### src/bct_pkg.sv
// ----------------------------------------------------------------------------
// bct_pkg
// Shared types and constants of the Bezier curve tessellator.
// ----------------------------------------------------------------------------
package bct_pkg;

  localparam int unsigned CoordW   = 16;
  localparam int unsigned CountW   = 6;
  localparam int unsigned ParamW   = 17;
  localparam int unsigned WeightW  = 33;
  localparam int unsigned PointW   = 20;
  localparam int unsigned ScaleW   = 16;
  localparam int unsigned NumCoord = 8;

  // Largest segment count; larger counts are clamped to it.
  localparam logic [CountW-1:0] MaxSegments = 6'd63;
  // One in Q1.16, held in the 17-bit curve parameter.
  localparam logic [ParamW-1:0] ParamOne = 17'h10000;
  localparam logic [ScaleW-1:0] ScaleReset = 16'd4096;

  // Coordinate slots of a curve, x and y interleaved.
  localparam int unsigned SlotStartX = 0;
  localparam int unsigned SlotStartY = 1;
  localparam int unsigned SlotCtrlAX = 2;
  localparam int unsigned SlotCtrlAY = 3;
  localparam int unsigned SlotCtrlBX = 4;
  localparam int unsigned SlotCtrlBY = 5;
  localparam int unsigned SlotEndX   = 6;
  localparam int unsigned SlotEndY   = 7;

  // Curve kinds.
  localparam logic KindQuad  = 1'b0;
  localparam logic KindCubic = 1'b1;

  // One point to evaluate, handed from the sequencer to the datapath.
  typedef struct packed {
    logic [ParamW-1:0]                 t;
    logic                              kind;
    logic                              last;
    logic [NumCoord-1:0][CoordW-1:0]   pts;
  } bct_point_req_t;

endpackage

### src/bct_in_if.sv
// ----------------------------------------------------------------------------
// bct_in_if
// Curve request channel.
// ----------------------------------------------------------------------------
interface bct_in_if;
  logic                                   valid;
  logic                                   ready;
  logic                                   func;
  logic signed [bct_pkg::CoordW-1:0]      start_x;
  logic signed [bct_pkg::CoordW-1:0]      start_y;
  logic signed [bct_pkg::CoordW-1:0]      ctrl_a_x;
  logic signed [bct_pkg::CoordW-1:0]      ctrl_a_y;
  logic signed [bct_pkg::CoordW-1:0]      ctrl_b_x;
  logic signed [bct_pkg::CoordW-1:0]      ctrl_b_y;
  logic signed [bct_pkg::CoordW-1:0]      end_x;
  logic signed [bct_pkg::CoordW-1:0]      end_y;
  logic [bct_pkg::CountW-1:0]             segment_count;

  modport source (output valid, func, start_x, start_y, ctrl_a_x, ctrl_a_y,
                  ctrl_b_x, ctrl_b_y, end_x, end_y, segment_count,
                  input ready);
  modport sink   (input valid, func, start_x, start_y, ctrl_a_x, ctrl_a_y,
                  ctrl_b_x, ctrl_b_y, end_x, end_y, segment_count,
                  output ready);
endinterface

### src/bct_seq.sv
// ----------------------------------------------------------------------------
// bct_seq
// Curve sequencer: holds one curve, finds 65536/n with a bit-serial divider
// and steps the curve parameter t = floor(i*65536/n) one point per advance.
// ----------------------------------------------------------------------------
module bct_seq (
  input  logic                    clk,
  input  logic                    rst_n,
  bct_in_if.sink                  in_req,
  input  logic                    adv,
  output logic                    pt_valid,
  output bct_pkg::bct_point_req_t pt
);

  typedef enum logic [2:0] {
    ST_IDLE = 3'b001,
    ST_DIV  = 3'b010,
    ST_RUN  = 3'b100
  } seq_state_t;

  seq_state_t                                        state_r, state_nxt;
  logic                                              kind_r, kind_nxt;
  logic [bct_pkg::NumCoord-1:0][bct_pkg::CoordW-1:0] pts_r, pts_nxt;
  logic [bct_pkg::CountW-1:0]                        n_r, n_nxt;
  logic [bct_pkg::CountW-1:0]                        idx_r, idx_nxt;
  logic [bct_pkg::ParamW-1:0]                        quo_r, quo_nxt;
  logic [bct_pkg::CountW-1:0]                        drem_r, drem_nxt;
  logic [4:0]                                        dcnt_r, dcnt_nxt;
  logic [bct_pkg::ParamW-1:0]                        t_r, t_nxt;
  logic [bct_pkg::CountW-1:0]                        rem_r, rem_nxt;

  logic [bct_pkg::CountW-1:0] seg_clamped;
  logic [bct_pkg::CountW:0]   trial;
  logic [bct_pkg::CountW:0]   rem_sum;
  logic                       is_last;

  assign seg_clamped = (in_req.segment_count > bct_pkg::MaxSegments) ?
                       bct_pkg::MaxSegments : in_req.segment_count;
  assign trial   = {drem_r, (dcnt_r == 5'd16)};
  assign rem_sum = {1'b0, rem_r} + {1'b0, drem_r};
  assign is_last = (idx_r == n_r);

  assign in_req.ready = (state_r == ST_IDLE);
  assign pt_valid     = (state_r == ST_RUN);
  assign pt.t         = is_last ? bct_pkg::ParamOne : t_r;
  assign pt.kind      = kind_r;
  assign pt.last      = is_last;
  assign pt.pts       = pts_r;

  // Next-state logic: capture, divide (skipped for a zero count), then emit points.
  always_comb begin
    state_nxt = state_r;
    kind_nxt  = kind_r;
    pts_nxt   = pts_r;
    n_nxt     = n_r;
    idx_nxt   = idx_r;
    quo_nxt   = quo_r;
    drem_nxt  = drem_r;
    dcnt_nxt  = dcnt_r;
    t_nxt     = t_r;
    rem_nxt   = rem_r;
    unique case (state_r)
      ST_IDLE: begin
        if (in_req.valid) begin
          kind_nxt = in_req.func;
          pts_nxt[bct_pkg::SlotStartX] = in_req.start_x;
          pts_nxt[bct_pkg::SlotStartY] = in_req.start_y;
          pts_nxt[bct_pkg::SlotCtrlAX] = in_req.ctrl_a_x;
          pts_nxt[bct_pkg::SlotCtrlAY] = in_req.ctrl_a_y;
          pts_nxt[bct_pkg::SlotCtrlBX] = in_req.ctrl_b_x;
          pts_nxt[bct_pkg::SlotCtrlBY] = in_req.ctrl_b_y;
          pts_nxt[bct_pkg::SlotEndX]   = in_req.end_x;
          pts_nxt[bct_pkg::SlotEndY]   = in_req.end_y;
          n_nxt    = seg_clamped;
          idx_nxt  = '0;
          t_nxt    = '0;
          rem_nxt  = '0;
          quo_nxt  = '0;
          drem_nxt = '0;
          dcnt_nxt = 5'd16;
          state_nxt = (seg_clamped == '0) ? ST_RUN : ST_DIV;
        end
      end
      ST_DIV: begin
        // One quotient bit of 65536 / n per cycle.
        if (trial >= {1'b0, n_r}) begin
          drem_nxt = bct_pkg::CountW'(trial - {1'b0, n_r});
          quo_nxt  = {quo_r[bct_pkg::ParamW-2:0], 1'b1};
        end else begin
          drem_nxt = trial[bct_pkg::CountW-1:0];
          quo_nxt  = {quo_r[bct_pkg::ParamW-2:0], 1'b0};
        end
        dcnt_nxt = dcnt_r - 5'd1;
        if (dcnt_r == '0) begin
          state_nxt = ST_RUN;
        end
      end
      ST_RUN: begin
        // Step t by the quotient, carrying the remainder.
        if (adv) begin
          if (is_last) begin
            state_nxt = ST_IDLE;
          end else begin
            idx_nxt = idx_r + bct_pkg::CountW'(1);
            if (rem_sum >= {1'b0, n_r}) begin
              rem_nxt = bct_pkg::CountW'(rem_sum - {1'b0, n_r});
              t_nxt   = t_r + quo_r + bct_pkg::ParamW'(1);
            end else begin
              rem_nxt = rem_sum[bct_pkg::CountW-1:0];
              t_nxt   = t_r + quo_r;
            end
          end
        end
      end
      default: state_nxt = ST_IDLE;
    endcase
  end

  // Control state.
  always_ff @(posedge clk) begin
    if (!rst_n) begin
      state_r <= ST_IDLE;
    end else begin
      state_r <= state_nxt;
    end
  end

  // Curve and stepping registers.
  always_ff @(posedge clk) begin
    kind_r <= kind_nxt;
    pts_r  <= pts_nxt;
    n_r    <= n_nxt;
    idx_r  <= idx_nxt;
    quo_r  <= quo_nxt;
    drem_r <= drem_nxt;
    dcnt_r <= dcnt_nxt;
    t_r    <= t_nxt;
    rem_r  <= rem_nxt;
  end

endmodule

### src/flat_wrapper.sv
// flat-port wrapper written by rule: the top's interface ports become plain ports
module bct_seq_flat 
  (clk, rst_n, adv, pt_valid, pt, in_req_valid, in_req_func, in_req_start_x, in_req_start_y, in_req_ctrl_a_x, in_req_ctrl_a_y, in_req_ctrl_b_x, in_req_ctrl_b_y, in_req_end_x, in_req_end_y, in_req_segment_count, in_req_ready);
  bct_in_if in_req_i ();
  input  logic clk;
  input  logic rst_n;
  input  logic adv;
  output logic pt_valid;
  output bct_pkg::bct_point_req_t pt;
  input wire logic [$bits(in_req_i.valid)-1:0] in_req_valid;
  input wire logic [$bits(in_req_i.func)-1:0] in_req_func;
  input wire logic [$bits(in_req_i.start_x)-1:0] in_req_start_x;
  input wire logic [$bits(in_req_i.start_y)-1:0] in_req_start_y;
  input wire logic [$bits(in_req_i.ctrl_a_x)-1:0] in_req_ctrl_a_x;
  input wire logic [$bits(in_req_i.ctrl_a_y)-1:0] in_req_ctrl_a_y;
  input wire logic [$bits(in_req_i.ctrl_b_x)-1:0] in_req_ctrl_b_x;
  input wire logic [$bits(in_req_i.ctrl_b_y)-1:0] in_req_ctrl_b_y;
  input wire logic [$bits(in_req_i.end_x)-1:0] in_req_end_x;
  input wire logic [$bits(in_req_i.end_y)-1:0] in_req_end_y;
  input wire logic [$bits(in_req_i.segment_count)-1:0] in_req_segment_count;
  output wire logic [$bits(in_req_i.ready)-1:0] in_req_ready;
  assign in_req_i.valid = in_req_valid;
  assign in_req_i.func = in_req_func;
  assign in_req_i.start_x = in_req_start_x;
  assign in_req_i.start_y = in_req_start_y;
  assign in_req_i.ctrl_a_x = in_req_ctrl_a_x;
  assign in_req_i.ctrl_a_y = in_req_ctrl_a_y;
  assign in_req_i.ctrl_b_x = in_req_ctrl_b_x;
  assign in_req_i.ctrl_b_y = in_req_ctrl_b_y;
  assign in_req_i.end_x = in_req_end_x;
  assign in_req_i.end_y = in_req_end_y;
  assign in_req_i.segment_count = in_req_segment_count;
  assign in_req_ready = in_req_i.ready;
  bct_seq u_core (.clk(clk), .rst_n(rst_n), .in_req(in_req_i), .adv(adv), .pt_valid(pt_valid), .pt(pt));
endmodule
### config.mk
export PLATFORM = sky130hd
export DESIGN_NAME = bct_seq_flat
export DESIGN_NICKNAME = d
export VERILOG_FILES = /design/src/bct_pkg.sv /design/src/bct_in_if.sv /design/src/bct_seq.sv /design/src/flat_wrapper.sv
export SDC_FILE = /design/constraint.sdc
export NUM_CORES = 1
export LEC_CHECK = 0
export BUFFER_PORTS_ARGS = -buffer_cell sky130_fd_sc_hd__buf_2
export CAP_MARGIN = 10
export CORE_MARGIN = 8
export CORE_UTILIZATION = 50
export CTS_BUF_LIST = sky130_fd_sc_hd__clkbuf_16
export CTS_CLUSTER_SIZE = 30
export DETAILED_ROUTE_END_ITERATION = 12
export GPL_TIMING_DRIVEN = 0
export PLACE_DENSITY = 0.85
export SETUP_SLACK_MARGIN = 0.5
export SLEW_MARGIN = 0
export SYNTH_ARGS = -nofsm -noshare
export SYNTH_HDL_FRONTEND = slang
export SYNTH_SLANG_ARGS = --single-unit
### constraint.sdc
create_clock -name clk -period 7.7 [get_ports clk]
set_input_delay 1.54 -clock clk [delete_from_list [all_inputs] [get_ports clk]]
set_output_delay 1.54 -clock clk [all_outputs]
set_load 0.01 [all_outputs]
# Word-level counts from Yosys, hierarchy flattened
# Index checks and enable logic that the tools add are counted.
# totals
rom_bits	0
mem_bits_rw	0
latch_bits	0
memories	0
ff_bits	195
# classes
magnitude_cmp	3
mux	27
n_bitwise	0
addsub	7
n_shift	0
n_div	0
n_mul	0
n_eq_ne	10
n_reduce_logical	8
# ops
op	count
two-way mux 17 bit	5
case mux 17 bit (2 select lines)	2
two-way mux 6 bit	8
case mux 6 bit (2 select lines)	3
adder 17 x 1 -> 17 bit (second input constant)	1
adder 17 bit	1
two-way mux 3 bit	5
>= comparator 7 x 6 -> 1 bit	2
subtractor 6 bit	2
case mux 5 bit (2 select lines)	1
case mux 3 bit (3 select lines)	1
AND reduction 4 bit	2
adder 6 x 6 -> 7 bit	1
adder 6 x 1 -> 6 bit (second input constant)	1
== test 6 bit	1
greater-than comparator 6 bit (second input constant)	1
logical NOT 6 bit	1
!= test 2 bit (second input constant)	3
== test 5 bit (second input constant)	1
logical NOT 5 bit	1
two-way mux 5 bit	1
subtractor 5 x 1 -> 5 bit (second input constant)	1
!= test 2 x 1 -> 1 bit (second input constant)	2
AND reduction 2 bit	2
5 further kinds	6

# Logic depth before layout (Yosys ltp)
# depth
depth_word	6
mapped_depth	14
depth_no_buf	14

# Least setup slack after synthesis
# OpenSTA, ideal clock, no wires.
# synth_timing
kind	in2reg
from	in in_req_valid
to	reg u_core.dcnt_r[0], enable pin
stages	2
t_arrival_ps	5695
path_buffers	0
setup_slack_ps	1617
required_time_ps	7311
path_cell_list	and3_1 -> nand2b_1
# synth_between
elab_chain_len	2
# synth_rtl
element	line_no	source
start, declared	flat_wrapper.sv:10	input wire logic [$bits(in_req_i.valid)-1:0] in_req_valid;
!= test 2 bit (no line)	n/a	
AND reduction 2 bit (no line)	n/a	
end signal, assigned	bct_seq.sv:136	dcnt_r <= dcnt_nxt;
end, declared	bct_seq.sv:28	logic [4:0] dcnt_r, dcnt_nxt;
# Every way passes these cells.
# A chain may end at the register's enable or synchronous reset.

==> impl_metrics.env <==
export IMPL_tightest_slew_ns=0.857
export IMPL_insertion_delay_ns=0.43
export IMPL_postCtsSetupBuffers=0
export IMPL_wl_per_cell_um=19.9
export IMPL_grt_pass1_wl_um=33800
export IMPL_p_leak_nw=4.57
export IMPL_routabilityCongestion=0.883
export IMPL_netlist_area_sq_um=8630
export IMPL_yosysSeqAreaShare_pct=67.5
export IMPL_synth_edf_count=192
export IMPL_hold_viol=0
export IMPL_ys_seq_elements=195
export IMPL_ff2ff_setup_slack_ns=3.94
export IMPL_reg2reg_from="u_core.drem_r[0]"
export IMPL_critPathMaxFanout=10
export IMPL_fin_nets=1085
export IMPL_clock_sinks=195
export IMPL_ios=288
export IMPL_drc=0
export IMPL_start_util_pct=50.4
export IMPL_vias=5937
export IMPL_fmax_mhz=254
export IMPL_yosysWarningCount=0
export IMPL_whs_path_depth=1
export IMPL_root_buffer="clkbuf_16"
export IMPL_ir_drop_mv=0.188
export IMPL_cap_violations=0
export IMPL_setup_viol=0
export IMPL_antenna_found_initial=13
export IMPL_cts_hold_buffers=0
export IMPL_cts_tree="yes"
export IMPL_period_minus_slack_ns=3.94
export IMPL_core_sq_um=17100
export IMPL_die_w_um=147
export IMPL_syn_nets=776
export IMPL_power_density_nw_per_um2=431
export IMPL_cp_end_kind="output pin"
export IMPL_min_to="u_core.quo_r[16]"
export IMPL_grt_remaining_overflow=0
export IMPL_numCtsBuffers=17
export IMPL_drtIter0Drc=398
export IMPL_post_route_util_pct=64.5
export IMPL_area_growth_pct=27.8
export IMPL_dr_pass1_iters=5
export IMPL_startpoint_type="flip-flop"
export IMPL_reg2regPathDepth=13
export IMPL_totalWireLength_um=22900
export IMPL_fp_dieH_um=147
export IMPL_slew_headroom_pct=42.9
export IMPL_htree_num_levels=4
export IMPL_status="complete, no violations"
export IMPL_ant_nets=0
export IMPL_clock_skew_final_ns=0.00980
export IMPL_setup_tns_ns=0
export IMPL_final_area_sq_um=11000
export IMPL_syn_instance_count=596
export IMPL_cts_resized=0
export IMPL_path_class="flip-flop to output pin"
export IMPL_grt_pass1_vias=6084
export IMPL_place_port_buffers=287
export IMPL_hpwl_um=18000
export IMPL_r2r_end="u_core.t_r[14]"
export IMPL_path_clk_slew_ns=0.08
export IMPL_place_area_sq_um=10400
export IMPL_fin_crit_sh_pct=51.2
export IMPL_cp_arrival_ns=2.40
export IMPL_crit_required_ns=6.16
export IMPL_min_path_type="flip-flop to flip-flop"
export IMPL_grt_total_usage_pct=20.6
export IMPL_avgViaCountPerCell=5.18
export IMPL_die_area_sq_um=21700
export IMPL_postSynthAreaPerCell_sq_um=14.5
export IMPL_clock_path_buffers=2
export IMPL_synth_top_flop_cell="edfxtp_1"
export IMPL_row_count=48
export IMPL_grt_setup_unrepaired="false"
export IMPL_synthDistinctLibCells=68
export IMPL_worstHoldStart="u_core.quo_r[15]"
export IMPL_slew_viol_final=0
export IMPL_grt_max_degree=77
export IMPL_postSynth_asyncResetShare_pct=0
export IMPL_layout_drive_gt1_share_pct=38.2
power by group:
| group | switching (mW) | internal, mW |
|---|---|---|
| sequential | 0.132 | 1.59 |
| combinational | 1.30 | 0.845 |
| clock | 0.447 | 0.444 |
| total | 1.88 | 2.88 |
cells in the mapped netlist, types with 5 or more instances:
cell type	number	share of area [%]
a211oi_1	6	0.52
a21o_1	7	0.61
a21oi_1	27	1.6
and2_1	36	2.6
and3_1	7	0.51
clkbuf_1	13	0.57
edfxtp_1	192	67
ha_1	37	5.4
inv_1	24	1.0
mux2i_1	6	0.70
nand2_1	20	0.87
nand2b_1	7	0.51
nand3_1	7	0.41
nor2_1	55	2.4
nor2b_1	5	0.36
nor3b_1	7	0.61
o211ai_1	6	0.52
o21ai_0	18	1.0
xnor2_1	20	2.0
xor2_1	19	1.9
per-stage QoR:
step / total power [mW] / setup slack (ns) / hold WS [ns] / std cells
3_5_place_dp: 3.87 / 3.94 / 0.549 / 1110
6_report: 4.76 / 3.76 / 0.570 / 1146
4_1_cts: 4.78 / 3.72 / 0.579 / 1142
2_1_floorplan: 3.26 / 1.62 / 0.529 / 596
5_1_grt: 5.06 / 3.54 / 0.612 / 1145
3_3_place_gp: 3.82 / 0.0860 / 0.551 / 1108
layer usage:
| layer | global-route usage [%] | wire [um] | vias to the layer above |
|---|---|---|---|
| met5 | 0 | 119 | - |
| met4 | 6.48 | 422 | 20 |
| met3 | 8.87 | 2240 | 48 |
| met2 | 38.1 | 12300 | 229 |
| met1 | 20.5 | 7780 | 2793 |
| li1 | - | - | 2847 |
logic make-up after synthesis:
logic type               share of synthesized area [%]
AND/OR/NAND/NOR                                   11.1
buffers and inverters                             1.91
multiplexers                                     0.957
flip-flops                                        67.5
AO/OA/AOI/OAI                                     8.10
adder cells (fa/ha/maj)                           6.29
XOR/XNOR                                          4.15
worst max-delay path by stage:
stage / slack (ns) / from / cells past startpoint / end
after CTS: 3.72 / u_core.idx_r[3] / 7 / pt[143]
after global routing: 3.54 / u_core.idx_r[3] / 7 / pt[143]
after floorplan: 1.62 / in_req_valid / 2 / u_core.dcnt_r[0]
final: 3.76 / u_core.idx_r[3] / 7 / pt[143]
after global placement: 0.09 / in_req_valid / 3 / u_core.quo_r[11]
after detailed placement: 3.94 / u_core.drem_r[0] / 13 / u_core.t_r[16]
worst max-delay path, cell delays in order (launching register included):
cell	delay [ns]
edfxtp_1	0.47
xor2_1	0.19
nor4_1	0.30
nand3_1	0.14
clkbuf_1	0.23
clkbuf_1	0.27
and2_1	0.23
buf_2	0.14
sequential cells by signal (all words and copies together), names as in the netlist:
name / flops
u_core.dcnt_r: 5
u_core.drem_r: 6
u_core.idx_r: 6
u_core.kind_r: 1
u_core.n_r: 6
u_core.pt: 128
u_core.quo_r: 17
u_core.rem_r: 6
u_core.state_r: 3
u_core.t_r: 17
final cells by class:
type | count | area, sq um
well taps | 225 | 282
fillers | 1265 | 6080
diodes | 3 | 7.51
inverters | 24 | 90.1
repair buffers | 290 | 1500
clock buffers | 17 | 425
multi-input cells | 361 | 2650
flip-flops and latches | 195 | 5830
plain buffers | 16 | 75.1
clock inverters | 15 | 186
cell usage in the layout, fill, tap and decap left out, types with 4 or more instances in the layout:
cell type,netlist,final
buf_2,0,288
edfxtp_1,192,192
nor2_1,55,55
ha_1,37,37
and2_1,36,36
a21oi_1,27,27
inv_1,24,25
nand2_1,20,20
xnor2_1,20,20
xor2_1,19,19
o21ai_0,18,18
clkbuf_16,0,17
clkbuf_1,13,13
nand3_1,7,7
a21o_1,7,7
nand2b_1,7,7
nor3b_1,7,7
a211oi_1,6,6
and3_1,7,6
mux2i_1,6,6
o211ai_1,6,6
clkinv_8,0,6
nor2b_1,5,5
nor3_1,4,4
fa_1,4,4
inv_6,0,4
(Power assumes the default switching activity.)
